## config.mk

```make
export PLATFORM = sky130hd
export DESIGN_NAME = gsa_ram
export DESIGN_NICKNAME = d
export VERILOG_FILES = /design/src/design/gsa_ram.sv
export SDC_FILE = /design/constraint.sdc
export NUM_CORES = 2
export LEC_CHECK = 0
export ABC_AREA = 1
export BUFFER_PORTS_ARGS = -buffer_cell sky130_fd_sc_hd__clkbuf_2
export CORE_MARGIN = 2
export CORE_UTILIZATION = 50
export CTS_CLUSTER_SIZE = 16
export DETAILED_ROUTE_END_ITERATION = 12
export PLACE_DENSITY = 0.71
export SYNTH_ARGS = -nofsm -noshare
export SYNTH_HDL_FRONTEND = slang
export SYNTH_SLANG_ARGS = --single-unit
```

## constraint.sdc

```tcl
create_clock -name clk -period 2.1 [get_ports clk]
set_input_delay 0.105 -clock clk [delete_from_list [all_inputs] [get_ports clk]]
set_output_delay 0.105 -clock clk [all_outputs]
set_load 0.02 [all_outputs]
```

## src/design/gsa_ram.sv

```systemverilog
// Simple dual-port synchronous RAM: one write port, one registered read port.
module gsa_ram #(
	parameter int WIDTH = 8,
	parameter int DEPTH = 256
) (
	input  logic                     clk,
	input  logic                     we,
	input  logic [$clog2(DEPTH)-1:0] waddr,
	input  logic [WIDTH-1:0]         wdata,
	input  logic                     re,
	input  logic [$clog2(DEPTH)-1:0] raddr,
	output logic [WIDTH-1:0]         rdata
);

	logic [WIDTH-1:0] mem [DEPTH];

	always_ff @(posedge clk) begin
		if (we) begin
			mem[waddr] <= wdata;
		end
	end

	always_ff @(posedge clk) begin
		if (re) begin
			rdata <= mem[raddr];
		end
	end

endmodule

```

==> out/metrics.csv <==
metric,value,unit
status,"complete, no violations",
tightest_slew,0.946,ns
hold_start,waddr[0],
crit_path_start_kind,flip-flop,
endpoint_kind,flip-flop,
r2r.worst_path.cells,10,
vias,57400,
maxSlewHeadroom,36.9,%
routed_via_density,5.89,
skew,0.0313,ns
path_class,reg -> reg,
die_w,413,um
cp_slowest_stage_delay,0.35,ns
hold_viol_final,0,
cts_tree,built,
wl_per_cell,23.5,um
drive_gt1_share,12.3,%
post-route-util,58.5,%
cts.clk_slew.worst_paths,0.06,ns
ys_ff_latch,2056,
syn_area_per_cell,11.9,um^2
leakage,34.6,nW
timing.fmax,0.483,GHz
maxSlewViolCount,0,
die_y,413,um
route.detailed.drc,0,
synth_area,83500,um^2
yosysWarnings,0,
track_usage,26.9,%
fp-row-count,149,
crit_fanout,1,
postCtsSetupBuffers,0,
ys_types,13,
crit_required,2.68,ns
core,165000,um^2
multi_input_area,19200,um^2
gp_congestion,0.915,
cts_max_path_buffers,3,
finalWirelength,229,mm
cts.sinks,2056,
worst_ep_arrival_time,2.65,ns
pwr_density_cell,892,nW/um^2
root_buffer,clkbuf_16,
ant_nets,0,
fillCellCount,12600,
min_path_cells,6,
syn_nets,7030,
min_period,2.07,ns
areaGrowthSynthToFinish,15.9,%
finalNetCount,7409,
portBuffers,34,
maxCapViolCount,0,
die_area,170000,um^2
path_cells,nand2_1 -> nand3_1 -> nand3_1 -> nand3_1 -> nand3_1 -> nand3_1 -> nand3_2 -> nand2_1 -> nand2_1 -> nand2_1,
hold_ws,0.0601,ns
crit_top_cell,nand3_1,
dpl.hpwl,142,mm
final_common_cell,nand2_1,
syn_inst,7003,
grt_pass1_vias,55400,
htreeDepth,4,
crit_path_top_delay_cell,edfxtp_1,
finalCritPeriodShare,98.6,%
initial_utilization,50.5,%
whs_endpoint,mem[144][1],
hp-class,in -> reg,
dr.pass1.iters,8,
io_pins,35,
ys_seq_area_share,74.0,%
timing.rr.start,mem[253][5],
clk_latency,0.84,ns
seqCellArea,61700,um^2
grt_max_degree,114,
reg2reg_to,rdata[5],
tns,0,ns
layout_common_cells,"nand2_1 (2123), edfxtp_1 (2056), nand3_1 (2014), buf_4 (489), nor2_1 (283)",
overflow,0,
reg2reg_slack,0.03,ns
cts_buffers,202,
drt_iter0_drc,8341,
setup_viol,0,
ir_worst_vdd,0.807,mV
antenna_found_initial,3,
grt_pass1_wl,344,mm
cell usage after synthesis:
| cell | number | area share, % |
|---|---|---|
| nand2_1 | 2123 | 9.5 |
| clkbuf_1 | 112 | 0.50 |
| buf_2 | 268 | 1.6 |
| buf_8 | 1 | 0.018 |
| nor2_1 | 283 | 1.3 |
| inv_1 | 36 | 0.16 |
| inv_2 | 2 | 0.0090 |
| buf_4 | 46 | 0.41 |
| inv_4 | 1 | 0.0075 |
| edfxtp_1 | 2056 | 74 |
| buf_1 | 40 | 0.18 |
| buf_6 | 16 | 0.22 |
| nand3_1 | 2019 | 12 |
registers in the layout, indices dropped and copies added, names as in the netlist:
signal  flops
rdata       8
mem      2048
report_power, final:
| part | internal [mW] | switching (mW) | total [mW] |
|---|---|---|---|
| combinational | 1.70 | 4.05 | 5.75 |
| sequential | 45.2 | 0.0638 | 45.3 |
| clock | 20.0 | 15.2 | 35.2 |
per-stage QoR:
step           worst slack [ns]  std cells  total power [mW]  instance area [um^2]
3_5_place_dp             -0.638       9356              51.8                 90200
3_3_place_gp             -0.610       9356              51.7                 90200
6_report                 0.0291       9744              86.3                 96800
4_1_cts                  0.0118       9737              86.5                 96700
5_1_grt                 -0.0353       9737              88.5                 96800
2_1_floorplan             0.504       7003              49.0                 83500
worst max-delay path by stage:
stage                              to  cells past startpoint         from  slack (ns)
final                        rdata[5]                     10  mem[253][5]        0.03
after global routing         rdata[0]                     10  mem[246][0]       -0.04
after CTS                    rdata[7]                     10  mem[245][7]        0.01
after detailed placement     rdata[5]                     14     raddr[1]       -0.64
after global placement       rdata[5]                     14     raddr[1]       -0.61
after floorplan           mem[162][0]                      4           we        0.50
cell families (layout without fill, tap and decap cells):
group | Yosys count | in the layout | synth area share [%]
buffers and inverters | 522 | 1067 | 3.12
DFF | 2056 | 2056 | 74.0
other | 0 | 7 | 0
and+or+nand+nor | 4425 | 4425 | 22.9
worst max-delay path, delay by kind of cell (launching register included):
| kind | cells | cell delay, ns |
|---|---|---|
| flip-flops | 1 | 0.35 |
| AND/OR/NAND/NOR | 10 | 1.45 |
area by class of cell:
type	count	share of cell area, %
Tap cell	2189	2.83
Multi-Input combinational cell	4425	19.8
Sequential cell	2056	63.8
Inverter	39	0.186
Antenna cell	7	0.0181
Clock buffer	255	5.56
Timing Repair Buffer	658	6.78
Clock inverter	115	1.03
metal layers:
layer | part of all wire [%] | track usage, % | vias up
li1 | - | - | 25600
met1 | 39 | 37.6 | 28000
met2 | 46 | 41.8 | 3210
met3 | 11 | 5.63 | 474
met4 | 3.6 | 10.0 | 2
met5 | 0.0057 | 0 | -
repair_timing:
action | CTS | global route
resized for setup | 0 | 5
hold buffers | 11 | 0
endpoints found under the setup margin | 0 | 4
hold endpoints to repair | 1609 | 0
No activity file was read; power rests on OpenSTA's default activity.
